==> src/rtl/assert_macros.svh <==
`ifndef ASSERT_MACROS_SVH
`define ASSERT_MACROS_SVH

// same-cycle implication, sampled on clk_i, off while rst_ni is low
`define SFTS_ASSERT_IMPL(lbl, ante, cons) \
  lbl: assert property (@(posedge clk_i) disable iff (!rst_ni) (ante) |-> (cons)) \
    else $error("sfts assertion failed");

// next-cycle implication
`define SFTS_ASSERT_NEXT(lbl, ante, cons) \
  lbl: assert property (@(posedge clk_i) disable iff (!rst_ni) (ante) |=> (cons)) \
    else $error("sfts assertion failed");

`endif

==> src/rtl/sfts_pkg.sv <==
package sfts_pkg;

  localparam logic [7:0] BYTE_SYNC0   = 8'hAA;
  localparam logic [7:0] BYTE_SYNC1   = 8'h55;
  localparam logic [7:0] CH_LF        = 8'h0A;
  localparam logic [7:0] CH_CR        = 8'h0D;
  localparam logic [7:0] CSI_TYPE_RST = 8'd1;
  localparam logic [7:0] BLE_TYPE_RST = 8'd2;

  localparam int FIFO_DEPTH = 4;
  localparam int FIFO_AW    = $clog2(FIFO_DEPTH);
  localparam int LVL_W      = $clog2(FIFO_DEPTH + 1);
  // room for the most results one byte can cause
  localparam logic [LVL_W-1:0] LVL_ACCEPT_MAX = LVL_W'(FIFO_DEPTH - 2);

  typedef enum logic [2:0] {
    KIND_CHAR    = 3'd0,
    KIND_LINE    = 3'd1,
    KIND_SAMPLE  = 3'd2,
    KIND_CSI_END = 3'd3,
    KIND_BLE     = 3'd4
  } kind_e;

  typedef enum logic {
    REG_CSI_TYPE = 1'b0,
    REG_BLE_TYPE = 1'b1
  } reg_idx_e;

  typedef enum logic [7:0] {
    PH_START   = 8'b0000_0001,
    PH_TEXT    = 8'b0000_0010,
    PH_SYNC    = 8'b0000_0100,
    PH_TYPE    = 8'b0000_1000,
    PH_LEN_LO  = 8'b0001_0000,
    PH_LEN_HI  = 8'b0010_0000,
    PH_PAYLOAD = 8'b0100_0000,
    PH_CHECK   = 8'b1000_0000
  } phase_e;

  typedef struct packed {
    kind_e              kind;
    logic [7:0]         data;
    logic               good;
    logic signed [15:0] strength;
    logic [7:0]         count;
    logic               last;
  } res_t;

  typedef struct packed {
    logic [1:0] n;
    res_t       r0;
    res_t       r1;
  } push_t;

  typedef struct packed {
    logic [7:0] csi_type;
    logic [7:0] ble_type;
  } cfg_t;

  typedef struct packed {
    logic [LVL_W-1:0] level;
  } fifo_stat_t;

endpackage

==> src/rtl/sfts_parse.sv <==
module sfts_parse (
  input  logic              clk_i,
  input  logic              rst_ni,
  input  logic              acc_i,
  input  logic [7:0]        byte_i,
  input  sfts_pkg::cfg_t    cfg_i,
  output sfts_pkg::push_t   push_o
);
  import sfts_pkg::*;

  phase_e      phase_q, phase_d;
  logic [7:0]  type_q, type_d;
  logic [15:0] len_q, len_d;
  logic [15:0] idx_q, idx_d;
  logic [15:0] idx_inc;
  logic [15:0] len_full;
  logic [7:0]  xor_q, xor_d;
  logic [23:0] ftb_q, ftb_d;
  logic        cr_q, cr_d;

  logic        is_csi, is_ble, match;
  logic signed [15:0] csi_str;
  res_t        plain_res;
  logic        plain_emit;
  push_t       push;

  assign is_csi   = (type_q == cfg_i.csi_type);
  assign is_ble   = (type_q == cfg_i.ble_type);
  assign match    = (xor_q == byte_i);
  assign csi_str  = (len_q != 16'd0) ? {{8{ftb_q[7]}}, ftb_q[7:0]} : 16'sd0;
  assign idx_inc  = idx_q + 16'd1;
  assign len_full = {byte_i, len_q[7:0]};

  // text byte with no carriage return pending
  always_comb begin
    plain_res      = '0;
    plain_emit     = (byte_i != CH_CR);
    if (byte_i == CH_LF) begin
      plain_res.kind = KIND_LINE;
    end else begin
      plain_res.kind = KIND_CHAR;
      plain_res.data = byte_i;
    end
  end

  always_comb begin
    phase_d = phase_q;
    type_d  = type_q;
    len_d   = len_q;
    idx_d   = idx_q;
    xor_d   = xor_q;
    ftb_d   = ftb_q;
    cr_d    = cr_q;
    push    = '0;
    if (acc_i) begin
      case (phase_q)
        PH_TEXT: begin
          if (cr_q && byte_i == CH_LF) begin
            push.r0.kind = KIND_LINE;
            push.n       = 2'd1;
            phase_d      = PH_START;
            cr_d         = 1'b0;
          end else begin
            if (cr_q) begin
              push.r0.kind = KIND_CHAR;
              push.r0.data = CH_CR;
              push.n       = 2'd1;
            end
            if (plain_emit) begin
              if (cr_q) begin
                push.r1 = plain_res;
                push.n  = 2'd2;
              end else begin
                push.r0 = plain_res;
                push.n  = 2'd1;
              end
            end
            cr_d    = (byte_i == CH_CR);
            phase_d = (byte_i == CH_LF) ? PH_START : PH_TEXT;
          end
        end
        PH_TYPE: begin
          type_d  = byte_i;
          xor_d   = 8'd0;
          idx_d   = 16'd0;
          len_d   = 16'd0;
          ftb_d   = 24'd0;
          phase_d = PH_LEN_LO;
        end
        PH_LEN_LO: begin
          len_d   = {8'd0, byte_i};
          phase_d = PH_LEN_HI;
        end
        PH_LEN_HI: begin
          len_d   = len_full;
          phase_d = (len_full == 16'd0) ? PH_CHECK : PH_PAYLOAD;
        end
        PH_PAYLOAD: begin
          if (idx_q == 16'd0) ftb_d[7:0]   = byte_i;
          if (idx_q == 16'd1) ftb_d[15:8]  = byte_i;
          if (idx_q == 16'd2) ftb_d[23:16] = byte_i;
          xor_d = xor_q ^ byte_i;
          // byte 0 gives no sample; it feeds the strength field and the checksum
          if (is_csi && idx_q != 16'd0) begin
            push.r0.kind     = KIND_SAMPLE;
            push.r0.data     = byte_i;
            push.r0.strength = csi_str;
            push.n           = 2'd1;
          end
          idx_d = idx_inc;
          if (idx_inc >= len_q) phase_d = PH_CHECK;
        end
        PH_CHECK: begin
          if (is_csi) begin
            push.r0.kind     = KIND_CSI_END;
            push.r0.good     = match && (len_q != 16'd0);
            push.r0.strength = csi_str;
            push.n           = 2'd1;
          end else if (is_ble && match && len_q >= 16'd3) begin
            push.r0.kind     = KIND_BLE;
            push.r0.strength = ftb_q[15:0];
            push.r0.count    = ftb_q[23:16];
            push.n           = 2'd1;
          end
          phase_d = PH_START;
        end
        default: begin
          // item start, and a sync byte that was not followed by its partner
          if (phase_q == PH_SYNC && byte_i == BYTE_SYNC1) begin
            phase_d = PH_TYPE;
          end else if (byte_i == BYTE_SYNC0) begin
            phase_d = PH_SYNC;
          end else begin
            if (plain_emit) begin
              push.r0 = plain_res;
              push.n  = 2'd1;
            end
            cr_d    = (byte_i == CH_CR);
            phase_d = (byte_i == CH_LF) ? PH_START : PH_TEXT;
          end
        end
      endcase
      if (push.n == 2'd1) push.r0.last = 1'b1;
      if (push.n == 2'd2) push.r1.last = 1'b1;
    end
  end

  assign push_o = push;

  always_ff @(posedge clk_i or negedge rst_ni) begin
    if (!rst_ni) begin
      phase_q <= PH_START;
      type_q  <= 8'd0;
      len_q   <= 16'd0;
      idx_q   <= 16'd0;
      xor_q   <= 8'd0;
      ftb_q   <= 24'd0;
      cr_q    <= 1'b0;
    end else begin
      phase_q <= phase_d;
      type_q  <= type_d;
      len_q   <= len_d;
      idx_q   <= idx_d;
      xor_q   <= xor_d;
      ftb_q   <= ftb_d;
      cr_q    <= cr_d;
    end
  end

endmodule

==> src/rtl/sfts_fifo.sv <==
module sfts_fifo (
  input  logic                 clk_i,
  input  logic                 rst_ni,
  input  sfts_pkg::push_t      push_i,
  input  logic                 pop_i,
  output sfts_pkg::res_t       head_o,
  output sfts_pkg::fifo_stat_t stat_o
);
  import sfts_pkg::*;

  res_t               mem_q [FIFO_DEPTH];
  logic [FIFO_AW-1:0] wptr_q, wptr_d;
  logic [FIFO_AW-1:0] rptr_q, rptr_d;
  logic [LVL_W-1:0]   level_q, level_d;
  logic [FIFO_AW-1:0] wptr_nx;

  assign wptr_nx = wptr_q + FIFO_AW'(1);
  assign wptr_d  = wptr_q + FIFO_AW'(push_i.n);
  assign rptr_d  = pop_i ? rptr_q + FIFO_AW'(1) : rptr_q;
  assign level_d = level_q + LVL_W'(push_i.n) - LVL_W'(pop_i);

  always_ff @(posedge clk_i) begin
    if (push_i.n != 2'd0) mem_q[wptr_q]  <= push_i.r0;
    if (push_i.n == 2'd2) mem_q[wptr_nx] <= push_i.r1;
  end

  always_ff @(posedge clk_i or negedge rst_ni) begin
    if (!rst_ni) begin
      wptr_q  <= '0;
      rptr_q  <= '0;
      level_q <= '0;
    end else begin
      wptr_q  <= wptr_d;
      rptr_q  <= rptr_d;
      level_q <= level_d;
    end
  end

  assign head_o       = mem_q[rptr_q];
  assign stat_o.level = level_q;

endmodule

==> src/rtl/sync_frame_and_text_line_splitter_top.sv <==
// Serial deframer: splits a byte stream into text lines and sync-word framed
// binary records (type, 16-bit little-endian length, payload, xor checksum).
// Input channel: one byte per beat on byte_in_i (in_valid_i / in_stall_o).
// Output channel: one result per beat (out_valid_o / out_stall_i); a byte
// causes zero, one or two results, the last of them flagged by last_o.
// Config port: cfg_we_i writes cfg_data_i to the type code chosen by
// cfg_index_i (0 csi, 1 ble); write only while the block is idle.
// The parser updates its state in the accept cycle and writes the
// results into a four-entry result queue, which registers them; a result
// is offered once the results queued ahead of it have been taken.
// Throughput: one byte per cycle while the receiver does not stall and each
// byte causes at most one result; the single-result output port bounds the
// rate when bytes cause two. in_stall_o rises when the queue has fewer than
// two free entries, so a stalled receiver fills the queue and then holds off
// the sender; nothing is dropped. Reset empties the queue, returns the parser
// to line start and loads the type codes with 1 (csi) and 2 (ble).
module sync_frame_and_text_line_splitter_top (
  input  logic               clk_i,
  input  logic               rst_ni,
  input  logic               in_valid_i,
  output logic               in_stall_o,
  input  logic [7:0]         byte_in_i,
  output logic               out_valid_o,
  input  logic               out_stall_i,
  output logic [2:0]         item_kind_o,
  output logic [7:0]         data_byte_o,
  output logic               frame_good_o,
  output logic signed [15:0] signal_strength_o,
  output logic [7:0]         device_count_o,
  output logic               last_o,
  input  logic               cfg_we_i,
  input  logic               cfg_index_i,
  input  logic [7:0]         cfg_data_i
);
  import sfts_pkg::*;

  `include "assert_macros.svh"

  cfg_t       cfg_q;
  push_t      push;
  res_t       head;
  fifo_stat_t fstat;
  logic       in_acc;
  logic       pop;

  always_ff @(posedge clk_i or negedge rst_ni) begin
    if (!rst_ni) begin
      cfg_q.csi_type <= CSI_TYPE_RST;
      cfg_q.ble_type <= BLE_TYPE_RST;
    end else if (cfg_we_i) begin
      case (reg_idx_e'(cfg_index_i))
        REG_CSI_TYPE: cfg_q.csi_type <= cfg_data_i;
        REG_BLE_TYPE: cfg_q.ble_type <= cfg_data_i;
        default: ;
      endcase
    end
  end

  assign in_stall_o  = (fstat.level > LVL_ACCEPT_MAX);
  assign in_acc      = in_valid_i && !in_stall_o;
  assign out_valid_o = (fstat.level != '0);
  assign pop         = out_valid_o && !out_stall_i;

  sfts_parse u_parse (
    .clk_i  (clk_i),
    .rst_ni (rst_ni),
    .acc_i  (in_acc),
    .byte_i (byte_in_i),
    .cfg_i  (cfg_q),
    .push_o (push)
  );

  sfts_fifo u_fifo (
    .clk_i  (clk_i),
    .rst_ni (rst_ni),
    .push_i (push),
    .pop_i  (pop),
    .head_o (head),
    .stat_o (fstat)
  );

  assign item_kind_o       = head.kind;
  assign data_byte_o       = head.data;
  assign frame_good_o      = head.good;
  assign signal_strength_o = head.strength;
  assign device_count_o    = head.count;
  assign last_o            = head.last;

  `SFTS_ASSERT_IMPL(a_level_bound, 1'b1, fstat.level <= LVL_W'(FIFO_DEPTH))
  `SFTS_ASSERT_IMPL(a_text_clean, out_valid_o && (head.kind == KIND_CHAR || head.kind == KIND_LINE), signal_strength_o == 16'sd0 && !frame_good_o && device_count_o == 8'd0)
  `SFTS_ASSERT_IMPL(a_count_ble_only, out_valid_o && head.kind != KIND_BLE, device_count_o == 8'd0)
  `SFTS_ASSERT_NEXT(a_level_hold, push.n == 2'd0 && !pop, $stable(fstat.level))

endmodule

==> config.mk <==
export PLATFORM = sky130hd
export DESIGN_NAME = sync_frame_and_text_line_splitter_top
export DESIGN_NICKNAME = d
export VERILOG_FILES = /design/src/rtl/sfts_pkg.sv /design/src/rtl/sfts_parse.sv /design/src/rtl/sfts_fifo.sv /design/src/rtl/sync_frame_and_text_line_splitter_top.sv
export VERILOG_INCLUDE_DIRS = /design/src /design/src/rtl
export SDC_FILE = /design/constraint.sdc
export NUM_CORES = 1
export LEC_CHECK = 0
export ABC_AREA = 0
export BUFFER_PORTS_ARGS = -buffer_cell sky130_fd_sc_hd__buf_2
export CORE_AREA = 2 2 180 147
export DETAILED_ROUTE_END_ITERATION = 10
export DIE_AREA = 0 0 182 149
export HOLD_SLACK_MARGIN = 0.1
export PLACE_DENSITY = 0.81
export SYNTH_ARGS = -nofsm -noshare
export SYNTH_HDL_FRONTEND = slang
export SYNTH_HIERARCHICAL = 1
export SYNTH_SLANG_ARGS = --single-unit
==> constraint.sdc <==
create_clock -name clk_i -period 5.17 [get_ports clk_i]
set_clock_uncertainty 0.05 [all_clocks]
set_input_delay 0.7755 -clock clk_i [delete_from_list [all_inputs] [get_ports clk_i]]
set_output_delay 0.7755 -clock clk_i [all_outputs]
set_load 0.01 [all_outputs]
==> summary.md <==
| Metric | Value |
|---|---|
| CTS tree | `yes` |
| Max cap viols | `0` |
| Maximum vdd drop | `between 0.2 and 0.3 mV` |
| Kind of critical path | `flip-flop to flip-flop` |
| PD cells | `~370 nW/um^2` |
| Hold bufs inserted after CTS | `0` |
| Synth top area cells | `edfxtp_1 (32%), dfrtp_1 (18%), mux2_2 (9.2%)` |
| Average size of a mapped cell | `approximately 13 sq um` |
| Sequential element share of the synthesized area | `50.6%` |
| Top cells by count, synth | `edfxtp_1 (148), mux2_2 (114), dfrtp_1 (101)` |
| Status | `complete, no violations` |
| Final Hold Viols | `0` |
| Via count | `8642` |
| Area of the die | `between 20000 and 30000 sq um` |
| Root Buffer Master | `clkbuf_16` |
| Top-count cell post-synth | `edfxtp_1` |
| Metal2 WL | `~14000 microns` |
| Fin crit period | `4.43 ns` |
| Vias/cell | `5.92` |
| Leak pwr | `about 6.3 nW` |
| Slew headroom | `27.9%` |
| Fillers | `between 1500 and 2000` |
| Setup TNS Final | `0 ns` |
| Top FF cell, synth | `edfxtp_1` |
| Number of remaining DRC errors | `0` |
| Vias in the first global route | `around 8700` |
| Final Cycle Share | `a little under nine tenths` |
| Min-Delay Path Class | `input port to async pin` |
| Port bufs | `60` |
| Critical path arrival | `~4.6 ns` |
| H-tree levels | `1` |
| Clock network latency to the later pin of the worst-skew pair | `around 0.54 ns` |
| Area of the multi-input gates | `around 6300 sq um` |
| Per-cell routed wire length | `roughly 21 microns` |
| Max Used Layer | `met4` |
| First-pass GRT wire length | `around 49000 microns` |
| Row count | `53` |
| Initial antenna violation count | `0` |
| CTS Buffer Depth | `3` |
| Critical Path RT | `5.32 ns` |
| Slew Limit Fails | `0` |
| Critical path launch point | `u_parse/phase_q[5]$_DFFE_PN0P_` |
| Worst Tran Pin Value | `between 1 and 1.5 ns` |
| Hold slack final | `between 0.2 and 0.25 ns` |
| Post-synth EDFFs | `148` |
| Post-synth ARST share | `41.3%` |
| Share of cells above drive strength 1 | `31.7%` |
| Synth Instances | `around 1100` |
| Synth Register Bits | `around 250` |
| Core ar. | `between 20000 and 30000 sq um` |
| Number of routed nets with antenna violations | `0` |
| Post-Syn Area | `approximately 14000 sq um` |
| Final WL | `about 31000 microns` |
| RSZ-0062 raised after global routing | `false` |
| Final HPWL DP | `between 20000 and 25000 microns` |
| Largest net degree at the start of global routing | `55` |
| Yosys warns | `6` |
| CP Max Fanout | `20` |
| Initial DRC Count | `799` |
| Share of the synthesized area in the top cell type | `31.9%` |
| Initial core utilization | `between 50% and 60%` |
| Fmax | `around 230 MHz` |
| Top cell type by total area after synthesis | `edfxtp_1` |
| Startpoint types | `flip-flop` |
| Register area | `between 7000 and 8000 sq um` |
| Final Net Count | `roughly 1200` |
| GR Overflow Total | `0` |
| # setup viols final | `0` |
| Gr usage total | `23.4%` |
| Met3 wire len | `1990 microns` |
| Drt first pass iters | `5` |
| Wl on met1 | `14300 microns` |
| Die Span Y | `149 microns` |
| Crit. End Element | `flip-flop` |
| Post-CTS Resized | `0` |
| Worst R2R Start | `u_parse/phase_q[5]$_DFFE_PN0P_` |
| Yosys cell types | `73` |
| Clock Sinks | `about 250` |
| Final GP Congestion | `approximately 0.96` |
| CTS Buf Count | `27` |
| # IOs | `approximately 60` |
| Area delta synth->final | `9.70%` |
| Clk pin slew, worst setup/hold paths | `around 0.060 ns` |
| Chip width | `between 150 and 200 microns` |
| Post-CTS Setup Inserts | `0` |
cell families (layout without fill, tap and decap cells):
kind of cell               after synthesis  count (layout)  synth area share (%)
and+or+nand+nor                        257             257                  9.75
DFF                                    252             252                  50.6
muxes                                  234             234                  23.4
AOI/OAI and AO/OA                      123             123                  5.95
buffers and inverters                  117             165                  4.99
xor gates and xnor gates                45              45                  2.83
adders and majority gates               26              26                  2.39
other                                    1              29                0.0269
layout by cell type (no fill, tap or decap), types with 15 or more instances in the layout:
master,synthesis,final
edfxtp_1,148,148
mux2_2,114,114
dfrtp_1,101,100
nand2_1,85,85
buf_2,14,59
mux2_4,57,57
nor2_1,44,43
mux4_2,37,37
xnor2_1,35,35
o21ai_0,32,32
inv_1,30,30
and2_1,28,28
conb_1,1,28
clkbuf_16,0,27
ha_1,25,25
buf_4,30,24
mux2_1,22,22
and3_1,17,17
o21ai_1,17,17
nand4_1,16,16
a21oi_1,16,16
a22o_1,15,15
worst max-delay path: stages (launching register included):
cell      delay [ns]
dfrtp_1         0.59
nor3_1          0.21
nand4b_1        0.33
o221ai_1        0.39
nor3_1          0.50
o31a_1          0.47
nor2_1          0.20
o31ai_4         0.89
buf_4           0.46
worst paths after layout:
path	end	cells past startpoint	slack (ns)
setup reg to reg	u_fifo/mem_q[0][13]$_DFFE_PP_	8	0.74
setup / recovery	u_fifo/mem_q[0][13]$_DFFE_PP_	8	0.74
hold / removal	cfg_q[12]$_DFFE_PN0P_	1	0.22
max in group asynchronous	u_fifo/rptr_q[0]$_DFFE_PN0P_	2	3.72
hold reg to reg	u_parse/ftb_q[6]$_DFFE_PN0P_	1	0.45
min in group clk_i	cfg_q[8]$_DFFE_PN1P_	2	0.44
per-stage QoR:
stage | instances | worst slack (ns) | power [mW] | instance area (sq um) | utilization, %
finish | 1461 | 0.742 | 5.65 | 15300 | 59.7
global route | 1460 | 0.494 | 5.90 | 15300 | 59.7
CTS | 1460 | 0.820 | 5.70 | 15300 | 59.7
detailed placement | 1410 | 0.365 | 3.83 | 14400 | 56.3
global placement | 1410 | 0.492 | 3.79 | 14400 | 56.3
floorplan | 1082 | 0.447 | 3.37 | 14000 | -
layout make-up:
type	count	area share, %
diodes	1	0.0164
well taps	330	2.70
clock inverters	12	0.582
inverters	31	0.762
repair buffers	84	3.24
multi-input cells	713	41.4
clock buffers	38	5.09
flip-flops and latches	252	46.2
routing by layer:
metal | track usage, % | up-vias
li1 | - | 3972
met1 | 33.8 | 4296
met2 | 36.5 | 312
met3 | 4.25 | 62
met4 | 6.73 | 0
met5 | 0 | -
where the power goes:
part	switching [mW]	internal (mW)	leakage (nW)	total (mW)
logic	0.691	0.615	3.09	1.31
clock network	0.777	1.09	0.431	1.87
registers	0.134	2.34	2.82	2.48
total	1.60	4.05	6.34	5.65
state kept, by name (all words and copies together), names as in the netlist, 8 cells and up:
register / flops
u_parse/len_q: 16
u_parse/phase_q: 8
u_parse/idx_q: 16
u_fifo/mem_q: 148
u_parse/type_q: 8
u_parse/xor_q: 8
u_parse/ftb_q: 24
cfg_q: 16
(Power assumes the default switching activity.)
